==> config.mk <==
export PLATFORM = sky130hd
export DESIGN_NAME = dual_zone_touch_stick_and_tap_flat
export DESIGN_NICKNAME = d
export VERILOG_FILES = /design/src/rtl/core/dzt_pkg.sv /design/src/rtl/core/dzt_in_if.sv /design/src/rtl/core/dzt_out_if.sv /design/src/rtl/core/dual_zone_touch_stick_and_tap.sv /design/src/rtl/core/dzt_deflect.sv /design/src/flat_wrapper.sv
export SDC_FILE = /design/constraint.sdc
export NUM_CORES = 2
export LEC_CHECK = 0
export ABC_CLOCK_PERIOD_IN_PS = 9770
export BUFFER_PORTS_ARGS = -buffer_cell sky130_fd_sc_hd__buf_2
export CAP_MARGIN = 10
export CORE_MARGIN = 1.5
export CORE_UTILIZATION = 30
export DETAILED_ROUTE_END_ITERATION = 8
export PLACE_DENSITY = 0.43
export SYNTH_ARGS = -nofsm -noshare
export SYNTH_HDL_FRONTEND = slang
export SYNTH_SLANG_ARGS = --single-unit
==> constraint.sdc <==
create_clock -name clk -period 9.77 [get_ports clk]
set_input_delay 0.977 -clock clk [delete_from_list [all_inputs] [get_ports clk]]
set_output_delay 0.977 -clock clk [all_outputs]
set_load 0.01 [all_outputs]
==> src/rtl/core/dzt_pkg.sv <==
// ----------------------------------------------------------------------------
// dzt_pkg
// Shared types and constants for the dual-zone touch stick and tap block.
// ----------------------------------------------------------------------------
package dzt_pkg;

  localparam int REQ_W      = 2;
  localparam int ID_W       = 32;
  localparam int POS_W      = 12;
  localparam int TIME_W     = 64;
  localparam int AXIS_W     = 16;
  localparam int TURN_W     = 37;
  localparam int TRAVEL_W   = 16;
  localparam int TURN_PIX_W = 20;

  localparam int CFG_IDX_W  = 3;
  localparam int CFG_DATA_W = 32;

  localparam int PAD_RADIUS_DEF = 70;

  // Reciprocal shift for the deflection scale: numerator below 2^26,
  // radius below 2^12.
  localparam int RECIP_SHIFT = 36;
  localparam int RECIP_W     = RECIP_SHIFT + 1;
  localparam int Q14_SHIFT   = 14;

  localparam logic [AXIS_W-2:0] Q14_ONE = 15'd16384;

  typedef enum logic [REQ_W-1:0] {
    REQ_DOWN    = 2'd0,
    REQ_MOVE    = 2'd1,
    REQ_UP      = 2'd2,
    REQ_CONSUME = 2'd3
  } req_t;

  typedef enum logic [CFG_IDX_W-1:0] {
    CFG_ZONE_SPLIT  = 3'd0,
    CFG_DEAD_ZONE   = 3'd1,
    CFG_TAP_TRAVEL  = 3'd2,
    CFG_TAP_TIME    = 3'd3,
    CFG_TURN_GAIN   = 3'd4
  } cfg_idx_t;

  typedef struct packed {
    logic [POS_W-1:0]    zone_split;
    logic [7:0]          dead_zone;
    logic [TRAVEL_W-1:0] tap_travel_limit;
    logic [31:0]         tap_time_limit;
    logic [15:0]         turn_gain;
  } cfg_t;

  localparam cfg_t CFG_RESET = '{
    zone_split:       12'd1024,
    dead_zone:        8'd10,
    tap_travel_limit: 16'd14,
    tap_time_limit:   32'd260000,
    turn_gain:        16'd492
  };

endpackage

==> src/rtl/core/dzt_in_if.sv <==
// ----------------------------------------------------------------------------
// dzt_in_if
// Touch request channel: valid/ready handshake with the request payload.
// ----------------------------------------------------------------------------
interface dzt_in_if;
  import dzt_pkg::*;

  logic              valid;
  logic              ready;
  logic [REQ_W-1:0]  req_type;
  logic [ID_W-1:0]   touch_id;
  logic [POS_W-1:0]  pos_x;
  logic [POS_W-1:0]  pos_y;
  logic [TIME_W-1:0] time_us;

  modport source (output valid, req_type, touch_id, pos_x, pos_y, time_us, input ready);
  modport sink   (input valid, req_type, touch_id, pos_x, pos_y, time_us, output ready);

endinterface

==> src/rtl/core/dzt_out_if.sv <==
// ----------------------------------------------------------------------------
// dzt_out_if
// Control result channel: valid/ready handshake with drive, turn and fire.
// ----------------------------------------------------------------------------
interface dzt_out_if;
  import dzt_pkg::*;

  logic                     valid;
  logic                     ready;
  logic signed [AXIS_W-1:0] forward;
  logic signed [AXIS_W-1:0] strafe;
  logic signed [TURN_W-1:0] turn;
  logic                     fire;

  modport source (output valid, forward, strafe, turn, fire, input ready);
  modport sink   (input valid, forward, strafe, turn, fire, output ready);

endinterface

==> src/rtl/core/dual_zone_touch_stick_and_tap.sv <==
// ----------------------------------------------------------------------------
// dual_zone_touch_stick_and_tap
// Virtual stick on the left zone, look and tap on the right zone.
// ----------------------------------------------------------------------------
// Takes one touch request per cycle while no consume request is held
// back. A request is captured in an input register; down, move and up
// requests are applied to the finger state in the following cycle, and a
// consume request loads the result register as it leaves the input
// register. The state update is the only loop, so down, move and up
// requests flow at full rate; a consume request waits in the input
// register, and holds off the input, only while the result register
// still holds an untaken result. Configuration writes take effect at
// the next edge and are meant to happen while idle.
module dual_zone_touch_stick_and_tap #(
  parameter int PAD_RADIUS = dzt_pkg::PAD_RADIUS_DEF
) (
  input  logic                             clk,
  input  logic                             rst_n,
  dzt_in_if.sink                           in_ch,
  dzt_out_if.source                        out_ch,
  input  logic                             cfg_we,
  input  logic [dzt_pkg::CFG_IDX_W-1:0]    cfg_index,
  input  logic [dzt_pkg::CFG_DATA_W-1:0]   cfg_data
);
  import dzt_pkg::*;

  localparam logic signed [TURN_PIX_W-1:0] TURN_PIX_MAX = {1'b0, {(TURN_PIX_W-1){1'b1}}};
  localparam logic signed [TURN_PIX_W-1:0] TURN_PIX_MIN = {1'b1, {(TURN_PIX_W-1){1'b0}}};

  // configuration
  cfg_t cfg_r;

  // input register
  logic              s1_valid_r;
  req_t              s1_req_r;
  logic [ID_W-1:0]   s1_id_r;
  logic [POS_W-1:0]  s1_x_r;
  logic [POS_W-1:0]  s1_y_r;
  logic [TIME_W-1:0] s1_time_r;

  // finger state
  logic                         stick_active_r, stick_active_nxt;
  logic [ID_W-1:0]              stick_finger_r, stick_finger_nxt;
  logic [POS_W-1:0]             stick_pos_x_r, stick_pos_x_nxt;
  logic [POS_W-1:0]             stick_pos_y_r, stick_pos_y_nxt;
  logic [POS_W-1:0]             stick_origin_x_r, stick_origin_x_nxt;
  logic [POS_W-1:0]             stick_origin_y_r, stick_origin_y_nxt;
  logic                         look_active_r, look_active_nxt;
  logic [ID_W-1:0]              look_finger_r, look_finger_nxt;
  logic [POS_W-1:0]             look_pos_x_r, look_pos_x_nxt;
  logic [POS_W-1:0]             look_pos_y_r, look_pos_y_nxt;
  logic [TIME_W-1:0]            look_start_r, look_start_nxt;
  logic [TRAVEL_W-1:0]          look_travel_r, look_travel_nxt;
  logic signed [TURN_PIX_W-1:0] turn_pixels_r, turn_pixels_nxt;
  logic                         tap_pending_r, tap_pending_nxt;

  // result register
  logic                     out_valid_r;
  logic signed [AXIS_W-1:0] out_forward_r;
  logic signed [AXIS_W-1:0] out_strafe_r;
  logic signed [TURN_W-1:0] out_turn_r;
  logic                     out_fire_r;

  logic in_ready;
  logic in_xfer;
  logic out_free;
  logic s1_fire;
  logic s1_consume;
  logic stick_hit;
  logic look_hit;

  logic signed [POS_W:0]        look_dx;
  logic signed [POS_W:0]        look_dy;
  logic [POS_W-1:0]             abs_dx;
  logic [POS_W-1:0]             abs_dy;
  logic [TRAVEL_W+1:0]          travel_sum;
  logic signed [TURN_PIX_W:0]   turn_sum;
  logic [TIME_W-1:0]            hold_time;
  logic                         tap_ok;

  logic signed [POS_W:0]        stick_dx;
  logic signed [POS_W:0]        stick_dy;
  logic signed [AXIS_W-1:0]     defl_x;
  logic signed [AXIS_W-1:0]     defl_y;
  logic signed [16:0]           gain_s;
  logic signed [TURN_W-1:0]     turn_prod;

  // ---------------------------------------------------------------- handshake
  assign s1_consume = (s1_req_r == REQ_CONSUME);
  assign out_free   = !out_valid_r || out_ch.ready;
  assign s1_fire    = s1_valid_r && (!s1_consume || out_free);
  assign in_ready   = !s1_valid_r || s1_fire;
  assign in_xfer    = in_ch.valid && in_ready;
  assign in_ch.ready = in_ready;

  // ---------------------------------------------------------------- config
  always_ff @(posedge clk) begin
    if (!rst_n) begin
      cfg_r <= CFG_RESET;
    end else if (cfg_we) begin
      unique case (cfg_index)
        CFG_ZONE_SPLIT: cfg_r.zone_split       <= cfg_data[POS_W-1:0];
        CFG_DEAD_ZONE:  cfg_r.dead_zone        <= cfg_data[7:0];
        CFG_TAP_TRAVEL: cfg_r.tap_travel_limit <= cfg_data[TRAVEL_W-1:0];
        CFG_TAP_TIME:   cfg_r.tap_time_limit   <= cfg_data[31:0];
        CFG_TURN_GAIN:  cfg_r.turn_gain        <= cfg_data[15:0];
        default: ;
      endcase
    end
  end

  // ---------------------------------------------------------------- input register
  always_ff @(posedge clk) begin
    if (!rst_n) begin
      s1_valid_r <= 1'b0;
    end else if (in_ready) begin
      s1_valid_r <= in_ch.valid;
    end
  end

  always_ff @(posedge clk) begin
    if (in_xfer) begin
      s1_req_r  <= req_t'(in_ch.req_type);
      s1_id_r   <= in_ch.touch_id;
      s1_x_r    <= in_ch.pos_x;
      s1_y_r    <= in_ch.pos_y;
      s1_time_r <= in_ch.time_us;
    end
  end

  // ---------------------------------------------------------------- look motion
  assign look_dx    = $signed({1'b0, s1_x_r}) - $signed({1'b0, look_pos_x_r});
  assign look_dy    = $signed({1'b0, s1_y_r}) - $signed({1'b0, look_pos_y_r});
  assign abs_dx     = look_dx[POS_W] ? POS_W'(-look_dx) : look_dx[POS_W-1:0];
  assign abs_dy     = look_dy[POS_W] ? POS_W'(-look_dy) : look_dy[POS_W-1:0];
  assign travel_sum = {2'b00, look_travel_r}
                    + {{(TRAVEL_W+2-POS_W){1'b0}}, abs_dx}
                    + {{(TRAVEL_W+2-POS_W){1'b0}}, abs_dy};
  assign turn_sum   = {turn_pixels_r[TURN_PIX_W-1], turn_pixels_r}
                    + {{(TURN_PIX_W-POS_W){look_dx[POS_W]}}, look_dx};
  assign hold_time  = s1_time_r - look_start_r;
  assign tap_ok     = (look_travel_r < cfg_r.tap_travel_limit)
                   && (hold_time < {32'd0, cfg_r.tap_time_limit});

  assign stick_hit = stick_active_r && (stick_finger_r == s1_id_r);
  assign look_hit  = look_active_r && (look_finger_r == s1_id_r);

  // ---------------------------------------------------------------- state update
  always_comb begin
    stick_active_nxt   = stick_active_r;
    stick_finger_nxt   = stick_finger_r;
    stick_pos_x_nxt    = stick_pos_x_r;
    stick_pos_y_nxt    = stick_pos_y_r;
    stick_origin_x_nxt = stick_origin_x_r;
    stick_origin_y_nxt = stick_origin_y_r;
    look_active_nxt    = look_active_r;
    look_finger_nxt    = look_finger_r;
    look_pos_x_nxt     = look_pos_x_r;
    look_pos_y_nxt     = look_pos_y_r;
    look_start_nxt     = look_start_r;
    look_travel_nxt    = look_travel_r;
    turn_pixels_nxt    = turn_pixels_r;
    tap_pending_nxt    = tap_pending_r;
    if (s1_fire) begin
      unique case (s1_req_r)
        REQ_DOWN: begin
          if (s1_x_r < cfg_r.zone_split) begin
            if (!stick_active_r) begin
              stick_active_nxt   = 1'b1;
              stick_finger_nxt   = s1_id_r;
              stick_pos_x_nxt    = s1_x_r;
              stick_pos_y_nxt    = s1_y_r;
              stick_origin_x_nxt = s1_x_r;
              stick_origin_y_nxt = s1_y_r;
            end
          end else if (!look_active_r) begin
            look_active_nxt = 1'b1;
            look_finger_nxt = s1_id_r;
            look_pos_x_nxt  = s1_x_r;
            look_pos_y_nxt  = s1_y_r;
            look_start_nxt  = s1_time_r;
            look_travel_nxt = '0;
          end
        end
        REQ_MOVE: begin
          if (stick_hit) begin
            stick_pos_x_nxt = s1_x_r;
            stick_pos_y_nxt = s1_y_r;
          end else if (look_hit) begin
            look_travel_nxt = (travel_sum[TRAVEL_W+1:TRAVEL_W] != 2'b00) ?
                              {TRAVEL_W{1'b1}} : travel_sum[TRAVEL_W-1:0];
            if (turn_sum[TURN_PIX_W] != turn_sum[TURN_PIX_W-1]) begin
              turn_pixels_nxt = turn_sum[TURN_PIX_W] ? TURN_PIX_MIN : TURN_PIX_MAX;
            end else begin
              turn_pixels_nxt = turn_sum[TURN_PIX_W-1:0];
            end
            look_pos_x_nxt = s1_x_r;
            look_pos_y_nxt = s1_y_r;
          end
        end
        REQ_UP: begin
          if (stick_hit) begin
            stick_active_nxt = 1'b0;
          end else if (look_hit) begin
            if (tap_ok) begin
              tap_pending_nxt = 1'b1;
            end
            look_active_nxt = 1'b0;
          end
        end
        REQ_CONSUME: begin
          turn_pixels_nxt = '0;
          tap_pending_nxt = 1'b0;
        end
        default: ;
      endcase
    end
  end

  always_ff @(posedge clk) begin
    if (!rst_n) begin
      stick_active_r   <= 1'b0;
      stick_finger_r   <= '0;
      stick_pos_x_r    <= '0;
      stick_pos_y_r    <= '0;
      stick_origin_x_r <= '0;
      stick_origin_y_r <= '0;
      look_active_r    <= 1'b0;
      look_finger_r    <= '0;
      look_pos_x_r     <= '0;
      look_pos_y_r     <= '0;
      look_start_r     <= '0;
      look_travel_r    <= '0;
      turn_pixels_r    <= '0;
      tap_pending_r    <= 1'b0;
    end else begin
      stick_active_r   <= stick_active_nxt;
      stick_finger_r   <= stick_finger_nxt;
      stick_pos_x_r    <= stick_pos_x_nxt;
      stick_pos_y_r    <= stick_pos_y_nxt;
      stick_origin_x_r <= stick_origin_x_nxt;
      stick_origin_y_r <= stick_origin_y_nxt;
      look_active_r    <= look_active_nxt;
      look_finger_r    <= look_finger_nxt;
      look_pos_x_r     <= look_pos_x_nxt;
      look_pos_y_r     <= look_pos_y_nxt;
      look_start_r     <= look_start_nxt;
      look_travel_r    <= look_travel_nxt;
      turn_pixels_r    <= turn_pixels_nxt;
      tap_pending_r    <= tap_pending_nxt;
    end
  end

  // ---------------------------------------------------------------- consume result
  assign stick_dx = $signed({1'b0, stick_pos_x_r}) - $signed({1'b0, stick_origin_x_r});
  assign stick_dy = $signed({1'b0, stick_pos_y_r}) - $signed({1'b0, stick_origin_y_r});

  dzt_deflect #(.PAD_RADIUS(PAD_RADIUS)) u_defl_x (
    .delta     (stick_dx),
    .dead_zone (cfg_r.dead_zone),
    .defl      (defl_x)
  );

  dzt_deflect #(.PAD_RADIUS(PAD_RADIUS)) u_defl_y (
    .delta     (stick_dy),
    .dead_zone (cfg_r.dead_zone),
    .defl      (defl_y)
  );

  assign gain_s    = $signed({1'b0, cfg_r.turn_gain});
  assign turn_prod = TURN_W'(turn_pixels_r) * TURN_W'(gain_s);

  always_ff @(posedge clk) begin
    if (!rst_n) begin
      out_valid_r <= 1'b0;
    end else if (s1_fire && s1_consume) begin
      out_valid_r <= 1'b1;
    end else if (out_ch.ready) begin
      out_valid_r <= 1'b0;
    end
  end

  always_ff @(posedge clk) begin
    if (s1_fire && s1_consume) begin
      out_forward_r <= stick_active_r ? -defl_y : '0;
      out_strafe_r  <= stick_active_r ? defl_x : '0;
      out_turn_r    <= turn_prod;
      out_fire_r    <= tap_pending_r;
    end
  end

  assign out_ch.valid   = out_valid_r;
  assign out_ch.forward = out_forward_r;
  assign out_ch.strafe  = out_strafe_r;
  assign out_ch.turn    = out_turn_r;
  assign out_ch.fire    = out_fire_r;

  // ---------------------------------------------------------------- assertions
  a_consume_clears: assert property (@(posedge clk) disable iff (!rst_n)
    s1_fire && s1_consume |=> (turn_pixels_r == '0) && !tap_pending_r)
    else $error("consume did not clear turn accumulator and tap");

  a_travel_grows: assert property (@(posedge clk) disable iff (!rst_n)
    look_active_r && $past(look_active_r) |-> look_travel_r >= $past(look_travel_r))
    else $error("look travel decreased while the look finger was held");

  a_reset_empty: assert property (@(posedge clk)
    !rst_n |=> !out_valid_r && !s1_valid_r)
    else $error("pipeline not empty after reset");

  a_consume_waits: assert property (@(posedge clk) disable iff (!rst_n)
    s1_valid_r && s1_consume && out_valid_r && !out_ch.ready |-> !in_ready)
    else $error("input taken while a consume request is blocked");

endmodule

==> src/rtl/core/dzt_deflect.sv <==
// ----------------------------------------------------------------------------
// dzt_deflect
// Stick axis deflection: dead zone, scale by 16384/radius toward zero, clamp.
// ----------------------------------------------------------------------------
module dzt_deflect #(
  parameter int PAD_RADIUS = dzt_pkg::PAD_RADIUS_DEF
) (
  input  logic signed [dzt_pkg::POS_W:0]    delta,
  input  logic        [7:0]                 dead_zone,
  output logic signed [dzt_pkg::AXIS_W-1:0] defl
);
  import dzt_pkg::*;

  localparam longint unsigned RECIP_L =
    ((64'd1 << RECIP_SHIFT) + longint'(PAD_RADIUS) - 1) / longint'(PAD_RADIUS);
  localparam logic [RECIP_W-1:0]   RECIP  = RECIP_L[RECIP_W-1:0];
  localparam logic [POS_W-1:0]     RADIUS = POS_W'(PAD_RADIUS);
  localparam int                   PROD_W = POS_W + RECIP_W;
  localparam int                   Q_LSB  = RECIP_SHIFT - Q14_SHIFT;

  logic [POS_W:0]        delta_abs;
  logic [POS_W-1:0]      mag;
  logic [PROD_W-1:0]     prod;
  logic [AXIS_W-2:0]     mag_q;

  assign delta_abs = delta[POS_W] ? (~delta + 1'b1) : delta;
  assign mag       = delta_abs[POS_W-1:0];
  assign prod      = {{RECIP_W{1'b0}}, mag} * {{POS_W{1'b0}}, RECIP};

  always_comb begin
    if (mag < {{(POS_W-8){1'b0}}, dead_zone}) begin
      mag_q = '0;
    end else if (mag >= RADIUS) begin
      mag_q = Q14_ONE;
    end else begin
      mag_q = {1'b0, prod[Q_LSB +: Q14_SHIFT]};
    end
  end

  assign defl = delta[POS_W] ? -$signed({1'b0, mag_q}) : $signed({1'b0, mag_q});

endmodule
==> src/flat_wrapper.sv <==
// flat-port wrapper written by rule: the top's interface ports become plain ports
module dual_zone_touch_stick_and_tap_flat import dzt_pkg::*;
#(
  parameter int PAD_RADIUS = dzt_pkg::PAD_RADIUS_DEF
)
  (clk, rst_n, cfg_we, cfg_index, cfg_data, in_ch_valid, in_ch_req_type, in_ch_touch_id, in_ch_pos_x, in_ch_pos_y, in_ch_time_us, in_ch_ready, out_ch_valid, out_ch_forward, out_ch_strafe, out_ch_turn, out_ch_fire, out_ch_ready);
  dzt_in_if in_ch_i ();
  dzt_out_if out_ch_i ();
  input  logic clk;
  input  logic rst_n;
  input  logic cfg_we;
  input  logic [dzt_pkg::CFG_IDX_W-1:0] cfg_index;
  input  logic [dzt_pkg::CFG_DATA_W-1:0] cfg_data;
  input wire logic [$bits(in_ch_i.valid)-1:0] in_ch_valid;
  input wire logic [$bits(in_ch_i.req_type)-1:0] in_ch_req_type;
  input wire logic [$bits(in_ch_i.touch_id)-1:0] in_ch_touch_id;
  input wire logic [$bits(in_ch_i.pos_x)-1:0] in_ch_pos_x;
  input wire logic [$bits(in_ch_i.pos_y)-1:0] in_ch_pos_y;
  input wire logic [$bits(in_ch_i.time_us)-1:0] in_ch_time_us;
  output wire logic [$bits(in_ch_i.ready)-1:0] in_ch_ready;
  output wire logic [$bits(out_ch_i.valid)-1:0] out_ch_valid;
  output wire logic [$bits(out_ch_i.forward)-1:0] out_ch_forward;
  output wire logic [$bits(out_ch_i.strafe)-1:0] out_ch_strafe;
  output wire logic [$bits(out_ch_i.turn)-1:0] out_ch_turn;
  output wire logic [$bits(out_ch_i.fire)-1:0] out_ch_fire;
  input wire logic [$bits(out_ch_i.ready)-1:0] out_ch_ready;
  assign in_ch_i.valid = in_ch_valid;
  assign in_ch_i.req_type = in_ch_req_type;
  assign in_ch_i.touch_id = in_ch_touch_id;
  assign in_ch_i.pos_x = in_ch_pos_x;
  assign in_ch_i.pos_y = in_ch_pos_y;
  assign in_ch_i.time_us = in_ch_time_us;
  assign in_ch_ready = in_ch_i.ready;
  assign out_ch_valid = out_ch_i.valid;
  assign out_ch_forward = out_ch_i.forward;
  assign out_ch_strafe = out_ch_i.strafe;
  assign out_ch_turn = out_ch_i.turn;
  assign out_ch_fire = out_ch_i.fire;
  assign out_ch_i.ready = out_ch_ready;
  dual_zone_touch_stick_and_tap #(.PAD_RADIUS(PAD_RADIUS)) u_core (.clk(clk), .rst_n(rst_n), .in_ch(in_ch_i), .out_ch(out_ch_i), .cfg_we(cfg_we), .cfg_index(cfg_index), .cfg_data(cfg_data));
endmodule
# --- After elaboration in Yosys (flattened, before gate mapping) ---
# Index checks and enable logic that the tools add are counted.
op_classes:
  magnitude_cmp: 7
  mul: 3
  bitwise_logic: 5
  eq_ne: 21
  add_sub_neg: 15
  n_reduce_logical: 34
  n_mux: 52
ops:
  columns: ["operator", "count"]
  rows:
  - ["12-bit 2-to-1 mux", 18]
  - ["16-bit 2-to-1 mux", 6]
  - ["12-bit one-hot mux with 2 select lines", 4]
  - ["20-bit 2-to-1 mux", 4]
  - ["15-bit 2-to-1 mux", 5]
  - ["12-bit by 30-bit multiplier with 36-bit output, second input constant", 2]
  - ["32-bit == test", 2]
  - ["64-bit by 32-bit less-than comparator with 1-bit output", 1]
  - ["64-bit subtractor", 1]
  - ["12-bit by 12-bit subtractor with 13-bit output", 4]
  - ["20-bit one-hot mux with 2 select lines", 1]
  - ["20-bit by 17-bit multiplier with 37-bit output", 1]
  - ["15-bit negator with 16-bit output", 2]
  - ["16-bit one-hot mux with 2 select lines", 1]
  - ["12-bit by 1-bit adder with 12-bit output, second input constant", 2]
  - ["12-bit by 7-bit greater-or-equal comparator with 1-bit output, second input constant", 2]
  - ["12-bit by 8-bit less-than comparator with 1-bit output", 2]
  - ["12-bit negator", 2]
  - ["12-bit NOT", 2]
  - ["20-bit by 13-bit adder with 21-bit output", 1]
  - ["18-bit by 12-bit adder with 18-bit output", 1]
  - ["16-bit by 12-bit adder with 17-bit output", 1]
  - ["16-bit less-than comparator", 1]
  - ["16-bit negator", 1]
  - ["22 further kinds", 70]
totals:
  register_bits: 517
  inputBits: 162
  word_cells: 168

# --- Depth between registers and ports, before layout ---
logic_depth:
  ltp_word: 10
  ltp_mapped: 42

# --- Cells and area by module ---
# Synthesis repeated with hierarchy kept, for this count alone.
unflattened:
  cells_unflattened: 5721
  hier_area_um2: 50697.4
by_module_without_submodules:
  columns: ["mod", "cells_per_inst", "seq_area_each_um2", "instances", "area_per_inst_um2"]
  rows:
  - ["dual_zone_touch_stick_and_tap", 4482, 12271.8, 1, 40691.5]
  - ["dzt_deflect (u_core.u_defl_x)", 654, 0.0, 1, 5253.8]
  - ["dzt_deflect (u_core.u_defl_y)", 585, 0.0, 1, 4752.1]

# --- Worst setup path after synthesis ---
# OpenSTA, ideal clock, no wires.
synth_timing:
  path_type: "reg2reg"
  start: "register u_core.stick_pos_y_r[0]"
  end: "register u_core.out_forward_r[14], in the netlist u_core.out_ch.forward[14], data pin"
  n_path_buf: 3
  setup_slack_ns: -0.206
  synth_period_minus_slack_ns: 9.976
  arrival_ns: 9.708
  required_time_ns: 9.503
  path_stages_with_launch: 40
  cell_sequence: "dfxtp_1 -> inv_1 -> ha_1 -> inv_1 -> fa_1 -> a211o_1 -> a211oi_2 -> or2_2 -> xnor2_2 -> or3_4 -> o311a_1 -> or2_2 -> clkbuf_1 -> ha_1 -> ha_1 -> or2_2 -> ha_1 -> inv_1 -> [... 4 more ...] -> ha_1 -> a211oi_1 -> o211ai_1 -> o311ai_0 -> nand2_1 -> xnor2_1 -> or2_2 -> ha_1 -> clkbuf_1 -> inv_1 -> and4_1 -> mux2_2 -> a41o_1 -> a21oi_1 -> or4_1 -> buf_2 -> nor4_1 -> mux2i_1"
synth_between:
  elab_chain_len: 10
  word_cells_on_any_way: 12
synth_lines:
  columns: ["element", "line", "source"]
  rows:
  - ["from (decl)", "dual_zone_touch_stick_and_tap.sv:45", "logic [POS_W-1:0] stick_pos_y_r, stick_pos_y_nxt;"]
  - ["from (signal assigned)", "dual_zone_touch_stick_and_tap.sv:240", "stick_pos_y_r <= stick_pos_y_nxt;"]
  - ["12-bit by 12-bit subtractor with 13-bit output *", "dual_zone_touch_stick_and_tap.sv:256", "assign stick_dy = $signed({1'b0, stick_pos_y_r}) - $signed({1'b0, stick_origin_y_r});"]
  - ["12-bit NOT", "dzt_deflect.sv:26", "assign delta_abs = delta[POS_W] ? (~delta + 1'b1) : delta;"]
  - ["12-bit by 1-bit adder with 12-bit output", "dzt_deflect.sv:26", null]
  - ["12-bit 2-to-1 mux", "dzt_deflect.sv:26", null]
  - ["12-bit by 30-bit multiplier with 36-bit output or 12-bit by 7-bit greater-or-equal comparator with 1-bit output (tied branches)", "dzt_deflect.sv:28, dzt_deflect.sv:33", null]
  - ["15-bit 2-to-1 mux", "dzt_deflect.sv:33", "end else if (mag >= RADIUS) begin"]
  - ["15-bit 2-to-1 mux", "dzt_deflect.sv:31", "if (mag < {{(POS_W-8){1'b0}}, dead_zone}) begin"]
  - ["15-bit negator with 16-bit output", "dzt_deflect.sv:40", "assign defl = delta[POS_W] ? -$signed({1'b0, mag_q}) : $signed({1'b0, mag_q});"]
  - ["16-bit 2-to-1 mux *", "dzt_deflect.sv:40", null]
  - ["16-bit negator *", "dual_zone_touch_stick_and_tap.sv:285", "out_forward_r <= stick_active_r ? -defl_y : '0;"]
  - ["to (signal assigned)", "dual_zone_touch_stick_and_tap.sv:285", null]
  - ["to (decl)", "dual_zone_touch_stick_and_tap.sv:59", "logic signed [AXIS_W-1:0] out_forward_r;"]
# Every way passes the cells marked *; elsewhere a longest branch is shown, timed or not.
# A chain may end at the register's enable or synchronous reset.

# --- Final worst setup path ---
layout_timing:
  start: "register u_core.stick_pos_y_r[0]"
  end: "register u_core.out_forward_r[10], in the netlist u_core.out_ch.forward[10], data pin"
# Same word-level chain as after synthesis.

==> reports/results.tsv <==
metric	value	unit
HPWL after DPL	114	mm
worst-skew pair later-pin latency	0.69	ns
first-pass GRT wire length	225	mm
grt ovf	0	
fin. max-slew vios	0	
leakage dissipation	25.1	nW
Yosys top cell area share	0.180	
Min Clock Period, post-route	9.30	ns
Setup WS pre-CTS	0.131	ns
core area	167000	um2
Final #Nets	7004	
logic gate share of total power	0.626	
WP data arrival	9.84	ns
sequential share of the synthesized area	0.243	
M1 WL	69.6	mm
CTS Hold Bufs	0	
Total Power	13.7	mW
clock skew	0.0388	ns
worst-margin pin slew	1.12	ns
DRC	0	
MaxCap Viol Count	0	
total I/O pin count	234	
worst hold slack	0.459	ns
Detailed Routing Iterations Pass 1	8	
setup_tns	0	ns
Met3 Routed Length	4.93	mm
cell mode on critical path	ha_1	
Design Area, Final	57200	um2
CP required	10.31	ns
setup violators final	0	
Sw Pwr	6.24	mW
Site Rows	150	
EDFF count, synth	192	
antenna violations before repair	22	
All-Layer GR Usage	0.168	
Placement Cell Area	54600	um2
Max clock buf depth	3	
Ant. Diodes	0	
RSZ-0062 raised after global routing	yes	
Layout area overhead	13.5	%
mapped cell area	50400	um2
Peak VDD IR	0.000278	V
CP Capture Type	flip-flop	
status	finished clean	
CTS Buf Count	73	
vias in the first global route	38875	
synthesized net count	6779	
Hold Path Class	input port to flip-flop	
Hold Crit Depth	1	
routability cong.	0.846	
number of port buffers	233	
Iteration-0 DRC Markers	1958	
clk sinks	517	
CP max stage delay	0.57	ns
final WL	143	mm
vias post-DR	38576	
cell taking the most area after synthesis	fa_1	
Main synth FF type	dfxtp_1	
vias per cell	4.73	
Root Buffer	clkbuf_16	
layout cell share with drive strength beyond 1	0.0912	
metal2 WL	66.0	mm
switching share of power	0.455	
cell-internal power	7.47	mW
DRT antenna net count	0	
Clk network pwr share	0.201	
WL per Instance	17.5	um
sequential power share	0.173	
TritonCTS clock tree	done	
post-synthesis register bit count	517	
CTS H-tree lvls	3	
Worst path slowest cell	or4_4	
Die ar.	171000	um2
Ys Warns	0	
Netlist cell types	83	
largest net degree at the start of global routing	123	
DIE HEIGHT	413	um
uppermost layer routed	met5	
Worst Slack Setup Final	0.467	ns
Gate Count Post-Synth	5671	
Initial Util	0.302	
asr flop ratio synth	0	
pwr/cell area	240	nW/um2
Peak Freq	107	MHz
top post-synthesis cells by area	fa_1 (18%), dfxtp_1 (13%), ha_1 (12%)	
Hold Vio Cnt, Final	0	
fin crit share	0.952	
clock-pin transition on the worst setup and hold timing paths	0.06	ns
relative slew slack	0.254	
Die W	413	um
syn avg cell area	8.89	um2
CP max FO	5	
startpoint types	flip-flop	
Worst Reg2Reg Path Length in Cells	34	
kind of critical path	flip-flop to flip-flop	
## path summary, 6_finish.rpt
kind | start | end | slack, ns
max | u_core.stick_pos_y_r[0] | u_core.out_ch.forward[10] | 0.47
min | in_ch_time_us[16] | u_core.s1_time_r[16] | 0.46
max reg2reg | u_core.stick_pos_y_r[0] | u_core.out_ch.forward[10] | 0.47
min reg2reg | u_core.look_start_r[62] | u_core.look_start_r[62] | 0.46
## synthesized netlist by cell type (8+ instances only)
library cell / count
a2111oi_0: 16
a211o_1: 17
a211oi_1: 27
a21boi_0: 181
a21o_1: 130
a21oi_1: 210
a311oi_1: 10
a31oi_1: 29
and2_1: 168
and3_1: 26
buf_1: 11
buf_2: 8
clkbuf_1: 192
dfxtp_1: 325
edfxtp_1: 192
fa_1: 453
ha_1: 493
inv_1: 902
mux2i_1: 116
nand2_1: 724
nand2b_1: 41
nand3_1: 75
nand4_1: 44
nor2_1: 214
nor2b_1: 148
nor3_1: 63
nor4_1: 32
o2111ai_1: 11
o211ai_1: 57
o21a_1: 38
o21ai_0: 167
o21bai_1: 28
o22ai_1: 8
o2bb2ai_1: 15
o311ai_0: 8
o31ai_1: 18
o41ai_1: 10
or2_2: 15
or3_1: 21
or4_1: 20
xnor2_1: 181
xor2_1: 109
## layout by cell type, fill, tap and decap left out, drive strengths merged, types with 11 or more instances in the layout
cell type / instances
edfxtp: 192
a211o: 17
or2: 16
o211ai: 57
o2bb2ai: 15
nor3: 63
xor2: 109
o31ai: 18
dfxtp: 325
clkinv: 33
buf: 360
clkbuf: 92
nand4: 44
inv: 905
or4: 20
a21o: 130
and3: 26
o2111ai: 11
a2111oi: 16
a31oi: 29
nand3: 75
a21oi: 211
fa: 453
or3: 23
nand2: 724
mux2i: 116
o21bai: 28
a211oi: 28
a21boi: 181
nor2b: 148
nor4: 32
xnor2: 182
ha: 493
o21a: 38
and2: 169
nand2b: 41
o21ai: 171
nor2: 214
## critical path: cells and delay by family (launching register included)
| kind | cells | cell delay (ns) |
|---|---|---|
| XOR/XNOR | 1 | 0.24 |
| AO/OA/AOI/OAI | 9 | 2.24 |
| flip-flops | 1 | 0.33 |
| adder cells (fa/ha/maj) | 9 | 2.93 |
| AND/OR/NAND/NOR | 10 | 3.06 |
| buffers and inverters | 5 | 0.40 |
## kinds of logic after synthesis
logic type      share of synthesized area
compound gates                      0.140
buf+inv                            0.0831
mux                                0.0237
fa+ha+maj                           0.302
simple gates                        0.157
flops                               0.243
xor+xnor                           0.0507
## sequential cells by signal, summed over array words and instances (netlist names), 2 cells and up
register,count
u_core.cfg_r,84
u_core.look_finger_r,32
u_core.look_pos_x_r,12
u_core.look_pos_y_r,12
u_core.look_start_r,64
u_core.look_travel_r,16
u_core.out_ch.forward,16
u_core.out_ch.strafe,16
u_core.out_ch.turn,37
u_core.s1_id_r,32
u_core.s1_req_r,2
u_core.s1_time_r,64
u_core.s1_x_r,12
u_core.s1_y_r,12
u_core.stick_finger_r,32
u_core.stick_origin_x_r,12
u_core.stick_origin_y_r,12
u_core.stick_pos_x_r,12
u_core.stick_pos_y_r,12
u_core.turn_pixels_r,20
## metrics by stage
step / cells / utilization
floorplan: 5671 / -
global placement: 8023 / 0.327
detailed placement: 8023 / 0.327
CTS: 8158 / 0.342
global route: 8160 / 0.342
finish: 8160 / 0.342
## routing by layer
| metal | track usage | vias up |
|---|---|---|
| li1 | - | 19216 |
| met1 | 0.237 | 18620 |
| met2 | 0.275 | 582 |
| met3 | 0.0197 | 154 |
| met4 | 0.0350 | 4 |
| met5 | 0 | - |
## power groups by stage
stage | sequential, mW | combinational (mW) | clock, mW
detailed placement | 2.41 | 8.44 | 0
global route | 2.37 | 9.69 | 2.96
floorplan | 2.38 | 5.83 | 0
finish | 2.37 | 8.59 | 2.76
global placement | 2.41 | 8.50 | 0
CTS | 2.37 | 8.50 | 2.87
## cell type report
cell class,count,area (um2)
inverters,903,3390
clock buffers,91,1960
multi-input cells,4040,34100
repair buffers,361,2150
clock inverters,44,543
flip-flops and latches,517,12300
well taps,2204,2760
fillers,17474,110000
## repair_timing
item | 4_1_cts | 5_1_grt
endpoints found under the setup margin | 0 | 21
setup buffers | 0 | 2
endpoints found under the hold margin | 0 | 0
gates resized for setup | 0 | 31
No activity file was read; power rests on OpenSTA's default activity.
